File: src/rtl/flipdot_dot_command_sequencer_defines.svh
// assertion helpers shared by the sequencer rtl
`ifndef FLIPDOT_DOT_COMMAND_SEQUENCER_DEFINES_SVH
`define FLIPDOT_DOT_COMMAND_SEQUENCER_DEFINES_SVH

// same-cycle implication on clk, disabled while arst_n is low
`define FDCS_ASSERT_NOW(name, ante, cons, msg) \
	name: assert property (@(posedge clk) disable iff (!arst_n) (ante) |-> (cons)) \
		else $error(msg);

// next-cycle implication on clk, disabled while arst_n is low
`define FDCS_ASSERT_NEXT(name, ante, cons, msg) \
	name: assert property (@(posedge clk) disable iff (!arst_n) (ante) |=> (cons)) \
		else $error(msg);

`endif

File: src/rtl/fdcs_pkg.sv
`timescale 1ns / 1ps
package fdcs_pkg;

	localparam int COLS_PER_MODULE = 28;
	localparam int COLS_PER_DIGIT = 7;
	localparam int ROWS_PER_DRIVER = 14;
	localparam int ROWS_PER_DIGIT = 7;
	localparam int X_MAX = 255;
	localparam int QUOT_MAX = X_MAX / COLS_PER_MODULE;

	localparam logic [6:0] ADDR_MODULE = 7'h40;
	localparam logic [6:0] ADDR_COLUMN = 7'h42;
	localparam logic [6:0] ADDR_ROW = 7'h44;

	localparam logic [7:0] BYTE_ALL_OFF = 8'hFF;
	localparam logic [7:0] BYTE_NONE = 8'h00;
	localparam logic [7:0] COLUMN_MASK = 8'h7E;
	localparam logic [7:0] ROW_ENABLE_MASK = 8'h0F;

	localparam logic REG_MODULE_MAP = 1'b0;
	localparam logic REG_FLIP_TIME = 1'b1;

	localparam logic [23:0] MODULE_MAP_RESET = 24'd16434824;
	localparam logic [15:0] FLIP_TIME_RESET = 16'd500;

	localparam logic KIND_WRITE = 1'b0;
	localparam logic KIND_WAIT = 1'b1;

	localparam logic FUNC_DOT = 1'b0;
	localparam logic FUNC_FRAME_END = 1'b1;

	typedef enum logic [2:0] {
		ST_DISABLE,
		ST_COLUMN,
		ST_ROW,
		ST_ENABLE,
		ST_WAIT,
		ST_CLEAR,
		ST_FRAME
	} step_t;

	typedef struct packed {
		logic [7:0] module_byte;
		logic [7:0] column_byte;
		logic [7:0] row_byte;
	} fdcs_bytes_t;

endpackage

File: src/rtl/flipdot_dot_command_sequencer.sv
`timescale 1ns / 1ps
`include "flipdot_dot_command_sequencer_defines.svh"
// flip-dot dot command sequencer
// input stream: one command per beat; tuser is func (0 dot, 1 end of frame),
// tdata holds x, y and dot_on. output stream: one bus write or wait per beat,
// tuser is kind (0 write, 1 wait), tlast marks the final beat of a command.
// apb port: register 0 module_map (24 bits), register 1 flip_time_us (16 bits).
// commands wait in the command register; beats leave from the output register.
// throughput: a dot command takes six output beats when the module byte or the
// column bits differ from the remembered ones, else four; end of frame takes
// one. one beat leaves per cycle from the output register unless stalled, and
// the next command is taken as the previous one's final beat enters that register.
// reset clears the remembered bytes (module 0x00, column 0xff), loads the
// register defaults and empties the command and output registers.
// when the receiver stalls, the output beat holds and the command register
// holds its place; input tready drops until the final beat can move on.
module flipdot_dot_command_sequencer #(
	parameter int MAX_MODULES = 8
) (
	input  logic        clk,
	input  logic        arst_n,

	input  logic        s_tvalid,
	output logic        s_tready,
	input  logic [15:0] s_tdata,   // x[7:0], y[12:8], dot_on[13], zero[15:14]
	input  logic        s_tuser,   // func

	output logic        m_tvalid,
	input  logic        m_tready,
	output logic [31:0] m_tdata,   // bus_addr[6:0], data[14:7], wait_us[30:15], zero[31]
	output logic        m_tuser,   // kind
	output logic        m_tlast,

	input  logic        psel,
	input  logic        penable,
	input  logic        pwrite,
	input  logic [2:0]  paddr,
	input  logic [31:0] pwdata,
	output logic [31:0] prdata,
	output logic        pready
);
	import fdcs_pkg::*;

	logic [23:0] module_map_q;
	logic [15:0] flip_time_q;
	logic [7:0]  last_module_q;
	logic [7:0]  last_column_q;

	logic        cfg_write;
	fdcs_bytes_t dec_bytes;
	logic        accept;
	logic        changed;
	step_t       start_step;

	logic        job_valid_q;
	step_t       step_q;
	step_t       step_next;
	fdcs_bytes_t bytes_q;
	logic        changed_q;

	logic        adv;
	logic        beat_kind;
	logic [6:0]  beat_addr;
	logic [7:0]  beat_data;
	logic [15:0] beat_wait;
	logic        beat_last;

	logic        m_tvalid_q;
	logic        m_kind_q;
	logic [6:0]  m_addr_q;
	logic [7:0]  m_data_q;
	logic [15:0] m_wait_q;
	logic        m_last_q;

	// configuration port
	assign pready = 1'b1;
	assign cfg_write = psel && penable && pwrite && pready;

	always_ff @(posedge clk or negedge arst_n) begin
		if (!arst_n) begin
			module_map_q <= MODULE_MAP_RESET;
			flip_time_q <= FLIP_TIME_RESET;
		end else if (cfg_write) begin
			case (paddr[2])
				REG_MODULE_MAP: module_map_q <= pwdata[23:0];
				REG_FLIP_TIME:  flip_time_q <= pwdata[15:0];
				default:        ;
			endcase
		end
	end

	always_comb begin
		case (paddr[2])
			REG_MODULE_MAP: prdata = {8'b0, module_map_q};
			REG_FLIP_TIME:  prdata = {16'b0, flip_time_q};
			default:        prdata = '0;
		endcase
	end

	// command decode
	fdcs_decode #(
		.MAX_MODULES(MAX_MODULES)
	) u_decode (
		.x(s_tdata[7:0]),
		.y(s_tdata[12:8]),
		.dot_on(s_tdata[13]),
		.module_map(module_map_q),
		.bytes(dec_bytes)
	);

	assign accept = s_tvalid && s_tready;
	assign changed = (dec_bytes.module_byte != last_module_q)
		|| ((dec_bytes.column_byte & COLUMN_MASK) != last_column_q);

	always_comb begin
		if (s_tuser == FUNC_FRAME_END) begin
			start_step = ST_FRAME;
		end else if (changed) begin
			start_step = ST_DISABLE;
		end else begin
			start_step = ST_COLUMN;
		end
	end

	// remembered bytes follow command order, so they update as a command is taken
	always_ff @(posedge clk or negedge arst_n) begin
		if (!arst_n) begin
			last_module_q <= BYTE_NONE;
			last_column_q <= BYTE_ALL_OFF;
		end else if (accept) begin
			if (s_tuser == FUNC_FRAME_END) begin
				last_module_q <= BYTE_NONE;
				last_column_q <= BYTE_ALL_OFF;
			end else if (changed) begin
				last_module_q <= dec_bytes.module_byte;
				last_column_q <= dec_bytes.column_byte & COLUMN_MASK;
			end
		end
	end

	// command register and beat step
	assign adv = job_valid_q && (!m_tvalid_q || m_tready);
	assign s_tready = !job_valid_q || (adv && beat_last);

	always_ff @(posedge clk or negedge arst_n) begin
		if (!arst_n) begin
			job_valid_q <= 1'b0;
			step_q <= ST_FRAME;
		end else if (accept) begin
			job_valid_q <= 1'b1;
			step_q <= start_step;
		end else if (adv && beat_last) begin
			job_valid_q <= 1'b0;
		end else if (adv) begin
			step_q <= step_next;
		end
	end

	always_ff @(posedge clk) begin
		if (accept) begin
			bytes_q <= dec_bytes;
			changed_q <= changed;
		end
	end

	always_comb begin
		beat_kind = KIND_WRITE;
		beat_addr = '0;
		beat_data = '0;
		beat_wait = '0;
		beat_last = 1'b0;
		step_next = step_q;
		case (step_q)
			ST_DISABLE: begin
				beat_addr = ADDR_MODULE;
				beat_data = BYTE_ALL_OFF;
				step_next = ST_COLUMN;
			end
			ST_COLUMN: begin
				beat_addr = ADDR_COLUMN;
				beat_data = bytes_q.column_byte;
				step_next = ST_ROW;
			end
			ST_ROW: begin
				beat_addr = ADDR_ROW;
				beat_data = bytes_q.row_byte;
				step_next = changed_q ? ST_ENABLE : ST_WAIT;
			end
			ST_ENABLE: begin
				beat_addr = ADDR_MODULE;
				beat_data = bytes_q.module_byte;
				step_next = ST_WAIT;
			end
			ST_WAIT: begin
				beat_kind = KIND_WAIT;
				beat_wait = flip_time_q;
				step_next = ST_CLEAR;
			end
			ST_CLEAR: begin
				beat_addr = ADDR_ROW;
				beat_data = bytes_q.row_byte & ROW_ENABLE_MASK;
				beat_last = 1'b1;
			end
			ST_FRAME: begin
				beat_addr = ADDR_MODULE;
				beat_data = BYTE_ALL_OFF;
				beat_last = 1'b1;
			end
			default: begin
				beat_last = 1'b1;
			end
		endcase
	end

	// output register
	always_ff @(posedge clk or negedge arst_n) begin
		if (!arst_n) begin
			m_tvalid_q <= 1'b0;
		end else if (adv) begin
			m_tvalid_q <= 1'b1;
		end else if (m_tready) begin
			m_tvalid_q <= 1'b0;
		end
	end

	always_ff @(posedge clk) begin
		if (adv) begin
			m_kind_q <= beat_kind;
			m_addr_q <= beat_addr;
			m_data_q <= beat_data;
			m_wait_q <= beat_wait;
			m_last_q <= beat_last;
		end
	end

	assign m_tvalid = m_tvalid_q;
	assign m_tuser = m_kind_q;
	assign m_tlast = m_last_q;
	assign m_tdata = {1'b0, m_wait_q, m_data_q, m_addr_q};

	`FDCS_ASSERT_NOW(a_wait_not_last, m_tvalid && m_tuser == KIND_WAIT, !m_tlast,
		"wait beat marked as final beat")
	`FDCS_ASSERT_NOW(a_wait_clean, m_tvalid && m_tuser == KIND_WAIT,
		m_tdata[14:0] == 15'd0, "wait beat carries bus address or data")
	`FDCS_ASSERT_NOW(a_enable_after_change, job_valid_q && step_q == ST_ENABLE, changed_q,
		"module enable scheduled without a change of remembered bytes")
	`FDCS_ASSERT_NEXT(a_frame_end_clears, accept && s_tuser == FUNC_FRAME_END,
		last_module_q == BYTE_NONE && last_column_q == BYTE_ALL_OFF,
		"frame end did not reset remembered bytes")

endmodule

File: src/rtl/fdcs_decode.sv
`timescale 1ns / 1ps
module fdcs_decode #(
	parameter int MAX_MODULES = 8
) (
	input  logic [7:0]               x,
	input  logic [4:0]               y,
	input  logic                     dot_on,
	input  logic [23:0]              module_map,
	output fdcs_pkg::fdcs_bytes_t    bytes
);
	import fdcs_pkg::*;

	logic [3:0] quot;
	logic [2:0] grp_lut [QUOT_MAX + 1];
	logic [2:0] grp;
	logic [4:0] shamt;
	logic [23:0] map_shifted;
	logic [2:0] modnum;
	logic [7:0] x_rem;
	logic [4:0] x_rem5;
	logic [1:0] col_digit;
	logic [2:0] col_seg;
	logic [4:0] col;
	logic [4:0] col_p;
	logic [4:0] y_mod;
	logic row_digit;
	logic [2:0] row_seg;
	logic [4:0] row;
	logic [4:0] row_p;
	logic low;
	logic dot_off;

	// column group modulo the module count, worked out at elaboration
	for (genvar k = 0; k <= QUOT_MAX; k++) begin : g_grp
		assign grp_lut[k] = 3'(k % MAX_MODULES);
	end

	// x / 28 by threshold count
	always_comb begin
		quot = '0;
		for (int k = 1; k <= QUOT_MAX; k++) begin
			if (x >= 8'(COLS_PER_MODULE * k)) begin
				quot = quot + 4'd1;
			end
		end
	end

	always_comb begin
		dot_off = ~dot_on;

		grp = grp_lut[quot];
		shamt = 5'(grp) * 5'd3;
		map_shifted = module_map >> shamt;
		modnum = map_shifted[2:0];

		x_rem = x - 8'(COLS_PER_MODULE) * {4'b0, quot};
		x_rem5 = x_rem[4:0];
		col_digit = 2'({1'b0, x_rem5 >= 5'(COLS_PER_DIGIT)})
			+ 2'({1'b0, x_rem5 >= 5'(2 * COLS_PER_DIGIT)})
			+ 2'({1'b0, x_rem5 >= 5'(3 * COLS_PER_DIGIT)});
		col_seg = 3'(x_rem5 - 5'(COLS_PER_DIGIT) * {3'b0, col_digit}) + 3'd1;
		col = {col_digit, col_seg};

		if (y >= 5'(2 * ROWS_PER_DRIVER)) begin
			y_mod = y - 5'(2 * ROWS_PER_DRIVER);
		end else if (y >= 5'(ROWS_PER_DRIVER)) begin
			y_mod = y - 5'(ROWS_PER_DRIVER);
		end else begin
			y_mod = y;
		end
		row_digit = (y_mod >= 5'(ROWS_PER_DIGIT));
		row_seg = 3'(y_mod - (row_digit ? 5'(ROWS_PER_DIGIT) : 5'd0)) + 3'd1;
		row = {row_digit, dot_off, row_seg};
		low = (y < 5'(ROWS_PER_DRIVER));

		// column address goes out mirrored
		col_p = {col[0], col[1], col[2], col[3], col[4]};
		// row address: segment bits mirrored, digit bit and dot_off bit swapped
		row_p = {row[3], row[4], row[0], row[1], row[2]};

		bytes.module_byte = ~(8'h80 >> modnum);
		bytes.column_byte = {row_p[0], dot_off, col_p, 1'b0};
		bytes.row_byte = {~low, dot_on, low, dot_on, row_p[4:1]};
	end

endmodule
File: config.mk
export PLATFORM = sky130hd
export DESIGN_NAME = flipdot_dot_command_sequencer
export DESIGN_NICKNAME = d
export VERILOG_FILES = /design/src/rtl/fdcs_pkg.sv /design/src/rtl/flipdot_dot_command_sequencer.sv /design/src/rtl/fdcs_decode.sv
export VERILOG_INCLUDE_DIRS = /design/src /design/src/rtl
export SDC_FILE = /design/constraint.sdc
export NUM_CORES = 1
export LEC_CHECK = 0
export ABC_AREA = 1
export BUFFER_PORTS_ARGS = -buffer_cell sky130_fd_sc_hd__clkbuf_2
export CELL_PAD_IN_SITES_DETAIL_PLACEMENT = 0
export CELL_PAD_IN_SITES_GLOBAL_PLACEMENT = 2
export CORE_UTILIZATION = 30
export DETAILED_ROUTE_END_ITERATION = 12
export PLACE_DENSITY_LB_ADDON = 0.1
export REMOVE_ABC_BUFFERS = 1
export SKIP_CTS_REPAIR_TIMING = 1
export SYNTH_ARGS = -nofsm -noshare
export SYNTH_HDL_FRONTEND = slang
export SYNTH_SLANG_ARGS = --single-unit
File: constraint.sdc
create_clock -name clk -period 2.3 [get_ports clk]
set_input_delay 0.115 -clock clk [delete_from_list [all_inputs] [get_ports clk]]
set_output_delay 0.115 -clock clk [all_outputs]
set_load 0.02 [all_outputs]
== Yosys cells after proc, flatten, opt, wreduce, memory -nomap -nowiden ==
Memory sizes are Yosys's and may differ from the RTL's.
Cells that the tools add are included.
Word-level totals
  register bits: 118
  memories kept: 1
  output and inout bits: 69
  ROM bits: 48
Memories
  (no name shown): words 16, width 3, read ports 1, clocked after memory_dff 0, write ports 0, RTL line fdcs_decode.sv:51  | grp = grp_lut[quot];
Cells by class
  shifts and indexed selects: 2
  reduce and logical (&&, ||, !) cells: 24
  multiply operators: 3
  $add $sub $neg: 17
  magnitude comparators: 17
  mux-type cells: 34
  equality and inequality tests: 9
  bitwise logic cells: 5
Operator list (number)
  32-bit case mux with 2 select lines: 1
  8-bit greater-or-equal comparator (second input constant): 5
  8-bit case mux with 5 select lines: 1
  4-bit 2-to-1 mux: 8
  8-bit 2-to-1 mux: 4
  4-bit by 1-bit adder with 4-bit output (second input constant): 7
  3-bit 2-to-1 mux: 8
  24-bit by 5-bit right shift with 3-bit output: 1
  7-bit case mux with 3 select lines: 1
  8-bit by 7-bit greater-or-equal comparator with 1-bit output (second input constant): 2
  5-bit greater-or-equal comparator (second input constant): 3
  3-bit case mux with 5 select lines: 1
  5-bit by 3-bit greater-or-equal comparator with 1-bit output (second input constant): 2
  5-bit by 4-bit greater-or-equal comparator with 1-bit output (second input constant): 2
  5-bit 2-to-1 mux: 2
  3-bit equality test (second input constant): 3
  8-bit by 5-bit greater-or-equal comparator with 1-bit output (second input constant): 1
  8-bit by 6-bit greater-or-equal comparator with 1-bit output (second input constant): 1
  1-bit 2-to-1 mux: 8
  7-bit by 8-bit != test with 1-bit output: 1
  8-bit != test: 1
  8-bit NOT: 1
  2-bit nonzero test: 4
  8-bit by 3-bit right shift with 8-bit output (first input constant): 1
  27 further kinds: 42

== Depth between registers and ports, before layout ==
Gate-level depths: netlist of the first run.
  depth in word-level cells: 31
  mapped depth: 56
  gate-level depth less buffers: 55

== By module ==
Synthesis of the first run repeated with hierarchy kept, for this count alone.
Unflattened totals
  cells, all modules: 867
  area total of the unflattened synthesis: 6965.4 um2
By module, submodules not included
  flipdot_dot_command_sequencer: times used 1, cells an instance 528, area an instance 5031.1 um2
  fdcs_decode: times used 1, cells an instance 339, area an instance 1934.4 um2

== Least setup slack after synthesis of the first run ==
OpenSTA, ideal clock, no wires.
  kind: input to register
  start point: in s_tdata[5]
  end point: reg last_module_q[7]
  required time: 2179 ps
  cell stages on the path: 54
  buffers on the path: 2
  library setup time: 121 ps
  path slack: -6250 ps
  arrival: 8429 ps
  cells stage by stage: buf_2 -> nand2_1 -> o21ai_0 -> ha_1 -> inv_1 -> nand3_1 -> nand2_2 -> ha_1 -> or2_1 -> nand2_1 -> inv_1 -> ha_1 -> nand2_1 -> nand2_1 -> ha_1 -> nand2_1 -> nand2_1 -> ha_1 -> [... 18 more ...] -> ha_1 -> inv_1 -> ha_1 -> nand2_1 -> o21ai_0 -> nor2_1 -> nand3_1 -> a2111oi_0 -> o21ai_0 -> nor2_1 -> inv_1 -> a21oi_1 -> nand2_1 -> nor2_2 -> nand3_4 -> buf_4 -> nand4_1 -> nand2_1
RTL lines
  start: declaration: RTL line flipdot_dot_command_sequencer.sv:25  | input logic [15:0] s_tdata,
  end signal: assignment: RTL line flipdot_dot_command_sequencer.sv:135  | last_module_q <= dec_bytes.module_byte;
  end: declaration: RTL line flipdot_dot_command_sequencer.sv:46  | logic [7:0] last_module_q;

==> results.sh, run 1 <==
export IMPL_status="finished, violations left"
export IMPL_violations="hold timing, setup timing"
export IMPL_grt_setup_unrepaired="yes"
export IMPL_synth_area_leaders="edfxtp_1 22%, dfrtp_1 12%, nand2_1 11%"
export IMPL_layout_commonest_cell="nand2_1"
export IMPL_min_delay_path_class="primary input to flip-flop"
export IMPL_synth_seq_area_share_pct=44.74
export IMPL_fin_crit_sh_pct=326.9
export IMPL_synth_top_area_share_pct=22.34
export IMPL_reg2reg_from="module_map_q[17]"
export IMPL_area_growth_pct=41.93
export IMPL_ir_worst_vdd_v=0.002955
export IMPL_drt_total_wl_um=18520
export IMPL_post_drt_wl_per_cell_um=13.34
export IMPL_grt_max_degree=61
export IMPL_avgSynthCellArea_sq_um=8.073
export IMPL_crit_required_ns=2.56
export IMPL_worst_path_buf_inv=8
export IMPL_fin_skew_ns=0.01388
export IMPL_via_count=6142
export IMPL_cpMaxStageDelayCell="fa_2"
export IMPL_fin_crit_ns=7.518
export IMPL_final_cell_mix="186 x nand2_1, 129 x buf_4, 121 x inv_1"
export IMPL_drt_iter0_markers=267
export IMPL_crit_start="s_tdata[7]"
export IMPL_layout_setup_ws_ns=-5.218
export IMPL_grt_pass1_wl_um=29460
export IMPL_grt_pass1_vias=5770
export IMPL_critPathMaxStageDelay_ns=0.56
export IMPL_port_buffers=101
export IMPL_drcViolationCount=0
export IMPL_cp_arrival_ns=7.77
export IMPL_slew_headroom_pct=61.88
export IMPL_synth_cell_types=49
export IMPL_hold_viol_final=7
export IMPL_crit_path_frequent_cell="ha_4"
export IMPL_clock_fmax_ghz=0.1330
export IMPL_reg2reg_depth=16
export IMPL_overflow=0
export IMPL_root_buffer="clkbuf_16"
export IMPL_r2r_end="last_module_q[7]"
export IMPL_synth_top_area_cell="edfxtp_1"
export IMPL_cts_tree="done"
export IMPL_antenna_cells=0
export IMPL_worst_path_max_fanout=4
export IMPL_setup_violations=30
export IMPL_ys_warn_count=0
export IMPL_start_kind="primary input"
export IMPL_die_w_um=153.2
export IMPL_p_leak_uw=0.004762
export IMPL_clockBufferDepth=2
export IMPL_synth_seq_cells=111
export IMPL_synth_cells=849
export IMPL_layout_nets=1183
export IMPL_whs_ns=-0.03003
export IMPL_nFillCells=2259
export IMPL_hpwl_um=13780
export IMPL_crit_family="adder cells"
export IMPL_drv_slew=0
export IMPL_clock_sinks=111
export IMPL_worstSetupEndpoint="last_module_q[7]"
export IMPL_grt_usage_pct=15.75
export IMPL_p_per_area_mw_per_mm2=1563
export IMPL_clk_latency_ns=0.36
export IMPL_io_pins=128
export IMPL_endpoint_kind="flip-flop"
export IMPL_antenna_left=0
export IMPL_max_cap_violations=0
export IMPL_rows=54
export IMPL_syn_area_sq_mm=0.006854
export IMPL_stdcell_area_sq_mm=0.009728
export IMPL_firstDrtPassIters=4
export IMPL_initial_core_util_pct=31.02
export IMPL_drive_above_1_share_pct=38.27
export IMPL_criticalPathCategory="primary input to flip-flop"
export IMPL_vias_per_cell=4.425
export IMPL_core_sq_mm=0.02209
export IMPL_total_power_uw=15210
export IMPL_worst_pin_slew_ns=0.5647
export IMPL_path_clk_slew_ns=0.08
export IMPL_gp_congestion=0.7779
export IMPL_placedInstanceArea_sq_mm=0.008621
export IMPL_antenna_found_initial=0
export IMPL_critical_path_depth=55
export IMPL_die_y_um=153.2
export IMPL_reg2reg_slack_ns=-0.14
export IMPL_die_area_sq_mm=0.02345
export IMPL_cts_htree_levels=3
export IMPL_numCtsBuffers=9
## how the worst min path moves through the flow
stage	start	end	slack (ns)	cells past startpoint
after floorplan	arst_n	flip_time_q[0]	-0.18	0
after global placement	arst_n	flip_time_q[14]	0.16	2
after detailed placement	arst_n	flip_time_q[14]	0.16	2
after CTS	arst_n	flip_time_q[14]	-0.23	2
after global routing	pwdata[7]	flip_time_q[7]	0.006	3
final	pwdata[14]	module_map_q[14]	-0.03	3
## metrics by stage
| step | setup TNS (ns) | std cells | utilization (%) | worst slack (ns) | hold WS, ns |
|---|---|---|---|---|---|
| 5_1_grt | -137.40 | 1388 | 44.03 | -5.698 | 0.005552 |
| 3_5_place_dp | -159.97 | 1347 | 39.02 | -6.512 | 0.1560 |
| 3_3_place_gp | -156.47 | 1347 | 39.02 | -6.342 | 0.1626 |
| 6_report | -125.72 | 1388 | 44.03 | -5.218 | -0.03003 |
| 4_1_cts | -148.70 | 1363 | 40.43 | -6.157 | -0.2341 |
| 2_1_floorplan | -146.75 | 827 | - | -6.163 | -0.1806 |
## Yosys cell counts, drive strengths merged
cell type	number
nand3b	2
edfxtp	51
nand4	22
dfrtp	33
conb	2
clkbuf	14
ha	19
inv	136
mux2i	1
nand2	226
buf	20
xor2	11
xnor2	4
dfstp	27
o311ai	1
nand3	88
nor3	3
a211oi	1
o21ai	66
and3	1
o21bai	1
or2	4
o211ai	2
clkinv	3
o31ai	1
a221o	1
fa	2
nor2	80
a22oi	6
a2111oi	1
a21oi	20
## routing by layer
layer  GRT usage [%]  vias to the layer above  part of all wire [%]
met1           22.13                     2807                    51
li1                -                     3220                     -
met5               0                        -                     0
met3           2.098                        9                   2.5
met2           25.42                      106                    45
met4           4.040                        0                  0.90
## flip-flops by register name, summed over array words and instances (netlist names), 3 cells and up
register and flops:
m_addr_q 3, m_data_q 8, flip_time_q 16, last_column_q 7, module_map_q 24, step_q 3, m_wait_q 16, bytes_q 21
last_module_q 8
## worst min-delay path, delay by kind of cell
kind,cells,cell delay (ns)
buf+inv,2,0.13
compound gates,1,0.08
## where the power goes
part           leakage [uW]  switching, uW  internal [uW]
Clock              0.000151            787            869
Combinational       0.00344           5140           4960
Sequential          0.00117            342           3110
## final cells by class
cell class / instances / area (sq um) / share of cell area [%]
multi-input cells: 579 / 3568 / 36.68
flip-flops and latches: 111 / 3067 / 31.52
repair buffers: 263 / 1876 / 19.28
inverters: 139 / 554.3 / 5.698
well taps: 280 / 350.3 / 3.601
clock buffers: 9 / 225.2 / 2.315
clock inverters: 7 / 87.58 / 0.9003
## cells by family after synthesis
group | count (synthesis) | synth area share (%)
simple gates | 426 | 30.19
buf+inv | 173 | 10.68
flops | 111 | 44.74
compound gates | 100 | 8.160
fa+ha+maj | 21 | 4.053
xor+xnor | 15 | 1.917
other cells | 2 | 0.1096
mux | 1 | 0.1460
(Power assumes the default switching activity.)
==> run 2: changes to the inputs <==
ABC_AREA = 0   (was 1)
CORE_UTILIZATION = 32   (was 30)
==> run 2 against run 1 <==
Largest cell class unchanged. Synthesized cell count shrank 25%. Maximum frequency shrank 21%. Critical endpoint is now last_column_q[1]. The flow finishes with violations (setup timing). Synthesized area shrank 0.88%. Setup slack lost 2.0 ns.
==> results.sh, run 2 <==
export IMPL_firstDrtPassIters=5
export IMPL_synth_cells=635
export IMPL_ys_warn_count=0
export IMPL_overflow=0
export IMPL_root_buffer="clkbuf_16"
export IMPL_max_cap_violations=0
export IMPL_whs_path_depth=2
export IMPL_antenna_found_initial=0
export IMPL_synth_simple_area_share_pct=14.01
export IMPL_crit_required_ns=2.57
export IMPL_numCtsBuffers=9
export IMPL_hold_viol_final=0
export IMPL_final_cell_mix="120 x buf_4, 100 x clkbuf_2, 59 x mux2_2"
export IMPL_synth_compound_area_share_pct=14.97
export IMPL_start_kind="primary input"
export IMPL_synth_xor_area_share_pct=4.512
export IMPL_reg2reg_depth=10
export IMPL_grt_pass1_wl_um=28720
export IMPL_io_pins=128
export IMPL_slew_headroom_pct=38.46
export IMPL_p_leak_uw=0.003900
export IMPL_grt_setup_unrepaired="yes"
export IMPL_drive_above_1_share_pct=47.78
export IMPL_fin_skew_ns=0.01111
export IMPL_synth_top_family_by_area="compound AO/OA/AOI/OAI gates"
export IMPL_min_delay_path_class="primary input to flip-flop"
export IMPL_synth_top_area_cell="edfxtp_1"
export IMPL_p_per_area_mw_per_mm2=1640
export IMPL_endpoint_kind="flip-flop"
export IMPL_drv_slew=0
export IMPL_globalRouteMet2Util_pct=26.91
export IMPL_grt_pass1_vias=5475
export IMPL_largest_register_ff_count=24
export IMPL_crit_path_frequent_cell="ha_4"
export IMPL_grtUsageMet1_pct=23.71
export IMPL_drcViolationCount=0
export IMPL_crit_start="s_tdata[3]"
export IMPL_register_area_sq_mm=0.003067
export IMPL_criticalPathCategory="primary input to flip-flop"
export IMPL_ys_async_sr_fraction_pct=54.05
export IMPL_yosys_area_share_adder_pct=4.088
export IMPL_antenna_cells=0
export IMPL_final_util_pct=44.91
export IMPL_drt_total_wl_um=18550
export IMPL_avgSynthCellArea_sq_um=10.70
export IMPL_grt_usage_pct=16.82
export IMPL_largest_register="module_map_q"
export IMPL_fin_crit_sh_pct=411.8
export IMPL_layout_setup_ws_ns=-7.172
export IMPL_cts_tree="done"
export IMPL_grt_max_degree=40
export IMPL_reg2reg_from="module_map_q[6]"
export IMPL_synth_top_area_share_pct=22.54
export IMPL_layout_nets=931
export IMPL_clock_fmax_ghz=0.1056
export IMPL_yosys_cell_count_top_type="mux2_2"
export IMPL_preCtsSetupSlack_ns=-7.973
export IMPL_port_buffers=101
export IMPL_cpMaxStageDelayCell="fa_1"
export IMPL_antenna_left=0
export IMPL_gp_congestion=0.7947
export IMPL_violations="setup timing"
export IMPL_die_w_um=147.7
export IMPL_synth_seq_cells=111
export IMPL_hpwl_um=13410
export IMPL_r2r_end="last_column_q[1]"
export IMPL_synth_cell_types=76
export IMPL_gr_usage_met3_pct=2.531
export IMPL_core_sq_mm=0.02049
export IMPL_area_growth_pct=35.49
export IMPL_layout_commonest_cell="buf_4"
export IMPL_top_regs="module_map_q (24), bytes_q (21)"
export IMPL_rows=52
export IMPL_synthMuxAreaShare_pct=12.14
export IMPL_critPathMaxStageDelay_ns=0.58
export IMPL_clk_latency_ns=0.35
export IMPL_worst_pin_slew_ns=0.9116
export IMPL_die_area_sq_mm=0.02182
export IMPL_nFillCells=1961
export IMPL_synthFlopType="edfxtp_1"
export IMPL_clockBufferDepth=2
export IMPL_cts_htree_levels=3
export IMPL_holdPathEnd="module_map_q[22]"
export IMPL_cp_arrival_ns=9.75
export IMPL_fin_crit_ns=9.472
export IMPL_synth_seq_area_share_pct=45.14
export IMPL_top_usage_layer="met2"
export IMPL_drt_iter0_markers=259
export IMPL_syn_area_sq_mm=0.006794
export IMPL_path_clk_slew_ns=0.08
export IMPL_reg2reg_slack_ns=-0.65
export IMPL_via_count=5650
export IMPL_ir_worst_vdd_v=0.002317
export IMPL_setup_violations=30
export IMPL_status="finished, violations left"
export IMPL_die_y_um=147.7
export IMPL_vias_per_cell=5.018
export IMPL_worst_path_max_fanout=7
export IMPL_synth_area_leaders="edfxtp_1 23%, dfrtp_1 12%, dfstp_2 10%"
export IMPL_worstHoldStart="pwdata[22]"
export IMPL_post_drt_wl_per_cell_um=16.47
export IMPL_initial_core_util_pct=33.15
export IMPL_synth_edf_count=51
export IMPL_ys_top_cells_by_count="59 x mux2_2, 51 x edfxtp_1, 49 x nand2_1, 33 x dfrtp_1, 29 x nor2_1"
export IMPL_clock_sinks=111
export IMPL_multi_input_area_sq_mm=0.003780
==> run 2: routing by layer <==
metal  vias up  share of wire [%]
li1       2759                  -
met5         -                  0
met1      2758                 48
met4         0               0.88
met3        10                3.7
met2       123                 48
==> run 2: area by class of cell <==
type                    instances  area share [%]
multi-input cells             462           41.06
flip-flops and latches        111           33.32
repair buffers                238           17.59
well taps                     270           3.670
clock buffers                  10           2.596
inverters                      28           1.223
clock inverters                 6          0.4893
repair inverters                1         0.05437
==> run 2: cells by family after synthesis <==
kind of cell    after synthesis
fa+ha+maj                    21
xor+xnor                     32
mux                          75
flops                       111
other cells                   2
simple gates                180
buf+inv                      74
compound gates              140
==> run 2: worst max-delay path by stage <==
stage | depth (start not counted) | to | slack, ns
2_1_floorplan | 46 | last_column_q[1] | -7.53
3_5_place_dp | 47 | step_q[0] | -7.97
4_1_cts | 47 | last_column_q[5] | -7.63
5_1_grt | 47 | last_column_q[1] | -7.66
6_report | 47 | last_column_q[1] | -7.17
3_3_place_gp | 47 | last_column_q[3] | -7.56
==> run 2: stage by stage <==
step / power, uW / instance area (sq um) / instances / hold WS (ns) / setup TNS (ns)
floorplan: 8208 / 6603 / 601 / -0.1806 / -190.08
global placement: 11870 / 8349 / 1089 / 0.1726 / -189.72
detailed placement: 12010 / 8349 / 1089 / 0.2037 / -198.36
CTS: 13580 / 8633 / 1105 / -0.1849 / -187.70
global route: 16140 / 9205 / 1126 / 0.0002142 / -187.56
finish: 15090 / 9205 / 1126 / 0.01094 / -175.57
==> run 2: report_power, final <==
group	switching [uW]	internal, uW
clock	740	772
sequential	380	3160
combinational	4960	5080
total	6080	9010
==> run 2: critical path: cells and delay by family <==
kind	cells	cell delay [ns]
adder cells (fa/ha/maj)	13	3.72
XOR/XNOR	7	1.15
AND/OR/NAND/NOR	11	2.34
multiplexers	3	0.40
buffers and inverters	5	0.38
AO/OA/AOI/OAI	8	1.62
==> run 3: changes to the inputs <==
HOLD_SLACK_MARGIN = 0.02   (was unset)
==> run 3 against run 2 <==
The flow still finishes with violations (setup timing). Setup slack gained 0.0031 ns. Global-route usage is the same. First-iteration DRC count shrank 0.77%. Sequential share of layout area shrank 0.32 points. Maximum frequency is essentially flat. Via count grew 0.69%. Die area is the same. Cell count grew 0.80%. Sequential power is essentially flat. Combinational power is essentially flat. Clock power is essentially flat. Critical path depth is the same. Critical path type unchanged.
==> results.sh, run 3 (synthesis results as in run 2) <==
export IMPL_layout_setup_ws_ns=-7.169
export IMPL_top_regs="module_map_q (24), bytes_q (21)"
export IMPL_initial_core_util_pct=33.15
export IMPL_fin_crit_sh_pct=411.7
export IMPL_core_sq_mm=0.02049
export IMPL_stdcell_area_sq_mm=0.009295
export IMPL_setup_violations=30
export IMPL_crit_path_frequent_cell="ha_4"
export IMPL_reg2reg_depth=10
export IMPL_area_growth_pct=36.81
export IMPL_post_drt_wl_per_cell_um=16.43
export IMPL_grt_setup_unrepaired="yes"
export IMPL_path_clk_slew_ns=0.08
export IMPL_hpwl_um=13410
export IMPL_cts_htree_levels=3
export IMPL_slew_headroom_pct=38.81
export IMPL_final_util_pct=45.35
export IMPL_antenna_found_initial=0
export IMPL_worst_pin_slew_ns=0.9064
export IMPL_port_buffers=101
export IMPL_hold_viol_final=0
export IMPL_drcViolationCount=0
export IMPL_drt_total_wl_um=18650
export IMPL_layout_commonest_cell="buf_4"
export IMPL_cts_tree="done"
export IMPL_fin_crit_ns=9.469
export IMPL_root_buffer="clkbuf_16"
export IMPL_endpoint_kind="flip-flop"
export IMPL_die_w_um=147.7
export IMPL_worstSetupEndpoint="last_column_q[1]"
export IMPL_cp_arrival_ns=9.74
export IMPL_layout_nets=940
export IMPL_total_power_uw=15120
export IMPL_ir_worst_vdd_v=0.002317
export IMPL_drive_above_1_share_pct=47.28
export IMPL_min_delay_path_class="primary input to flip-flop"
export IMPL_antenna_cells=0
export IMPL_crit_family="adder cells"
export IMPL_clockBufferDepth=2
export IMPL_preCtsSetupSlack_ns=-7.973
export IMPL_overflow=0
export IMPL_antenna_left=0
export IMPL_start_kind="primary input"
export IMPL_criticalPathCategory="primary input to flip-flop"
export IMPL_p_per_area_mw_per_mm2=1627
export IMPL_via_count=5689
export IMPL_cpMaxStageDelayCell="fa_1"
export IMPL_io_pins=128
export IMPL_r2r_end="last_column_q[1]"
export IMPL_die_y_um=147.7
export IMPL_max_cap_violations=0
export IMPL_violations="setup timing"
export IMPL_p_leak_uw=0.003937
export IMPL_placedInstanceArea_sq_mm=0.008349
export IMPL_crit_required_ns=2.57
export IMPL_worst_path_buf_inv=5
export IMPL_critPathMaxStageDelay_ns=0.58
export IMPL_firstDrtPassIters=4
export IMPL_rows=52
export IMPL_clock_sinks=111
export IMPL_clock_fmax_ghz=0.1056
export IMPL_grt_pass1_wl_um=28720
export IMPL_worst_path_max_fanout=7
export IMPL_grt_pass1_vias=5475
export IMPL_largest_register="module_map_q"
export IMPL_fin_skew_ns=0.01079
export IMPL_drt_iter0_markers=257
export IMPL_grt_max_degree=40
export IMPL_die_area_sq_mm=0.02182
export IMPL_numCtsBuffers=9
export IMPL_critical_path_depth=47
export IMPL_vias_per_cell=5.012
export IMPL_final_cell_mix="120 x buf_4, 100 x clkbuf_2, 59 x mux2_2"
export IMPL_reg2reg_from="module_map_q[6]"
export IMPL_drv_slew=0
export IMPL_crit_start="s_tdata[3]"
export IMPL_gp_congestion=0.7947
export IMPL_finalSetupTns_ns=-175.52
export IMPL_clk_latency_ns=0.35
export IMPL_largest_register_ff_count=24
export IMPL_status="finished, violations left"
export IMPL_reg2reg_slack_ns=-0.66
export IMPL_grt_usage_pct=16.82
run 3: cell types whose count changed in the layout (fill, tap and decap cells not counted), sizes merged:
| cell | before | now |
|---|---|---|
| dlygate4sd3 | 5 | 14 |
run 3: how the worst min path moves through the flow:
stage | from | end | slack, ns | depth (start not counted)
3_5_place_dp | arst_n | module_map_q[18] | 0.20 | 1
4_1_cts | arst_n | module_map_q[18] | -0.18 | 1
3_3_place_gp | arst_n | module_map_q[18] | 0.17 | 1
2_1_floorplan | arst_n | flip_time_q[0] | -0.18 | 0
5_1_grt | pwdata[16] | module_map_q[16] | 0.02 | 2
6_report | pwdata[16] | module_map_q[16] | 0.02 | 2
run 3: area by class of cell:
class / count / area, sq um
clock inverters: 6 / 45.04
repair buffers: 247 / 1709
inverters: 28 / 112.6
multi-input cells: 462 / 3780
well taps: 270 / 337.8
repair inverters: 1 / 5.005
fillers: 1954 / 11200
flip-flops and latches: 111 / 3067
clock buffers: 10 / 239.0
run 3: where the power goes:
| group | leakage (uW) | switching (uW) | internal (uW) |
|---|---|---|---|
| combinational | 0.00264 | 4970 | 5090 |
| clock | 0.000136 | 748 | 772 |
| sequential | 0.00116 | 379 | 3160 |
| total | 0.00394 | 6100 | 9020 |
run 3: through the flow:
| stage | hold slack, ns | cells |
|---|---|---|
| floorplan | -0.1806 | 601 |
| finish | 0.01816 | 1135 |
| CTS | -0.1849 | 1105 |
| global placement | 0.1726 | 1089 |
| global route | 0.01631 | 1135 |
| detailed placement | 0.2037 | 1089 |
run 3: worst register-to-register path, stage by stage, from the launching register on:
cell and delay [ns]:
dfrtp_1 0.40, mux2i_1 0.38, nor3b_4 0.08, o22ai_2 0.23
o211ai_4 0.18, or3_4 0.41, o22a_1 0.24, a211o_4 0.39
a21oi_4 0.22, clkinv_4 0.13, a211oi_2 0.24
run 3: routing by layer:
| layer | wire length, um | track usage [%] |
|---|---|---|
| met3 | 691 | 2.531 |
| met2 | 8907 | 26.91 |
| met5 | 0 | 0 |
| met4 | 187 | 4.330 |
| met1 | 8863 | 23.71 |
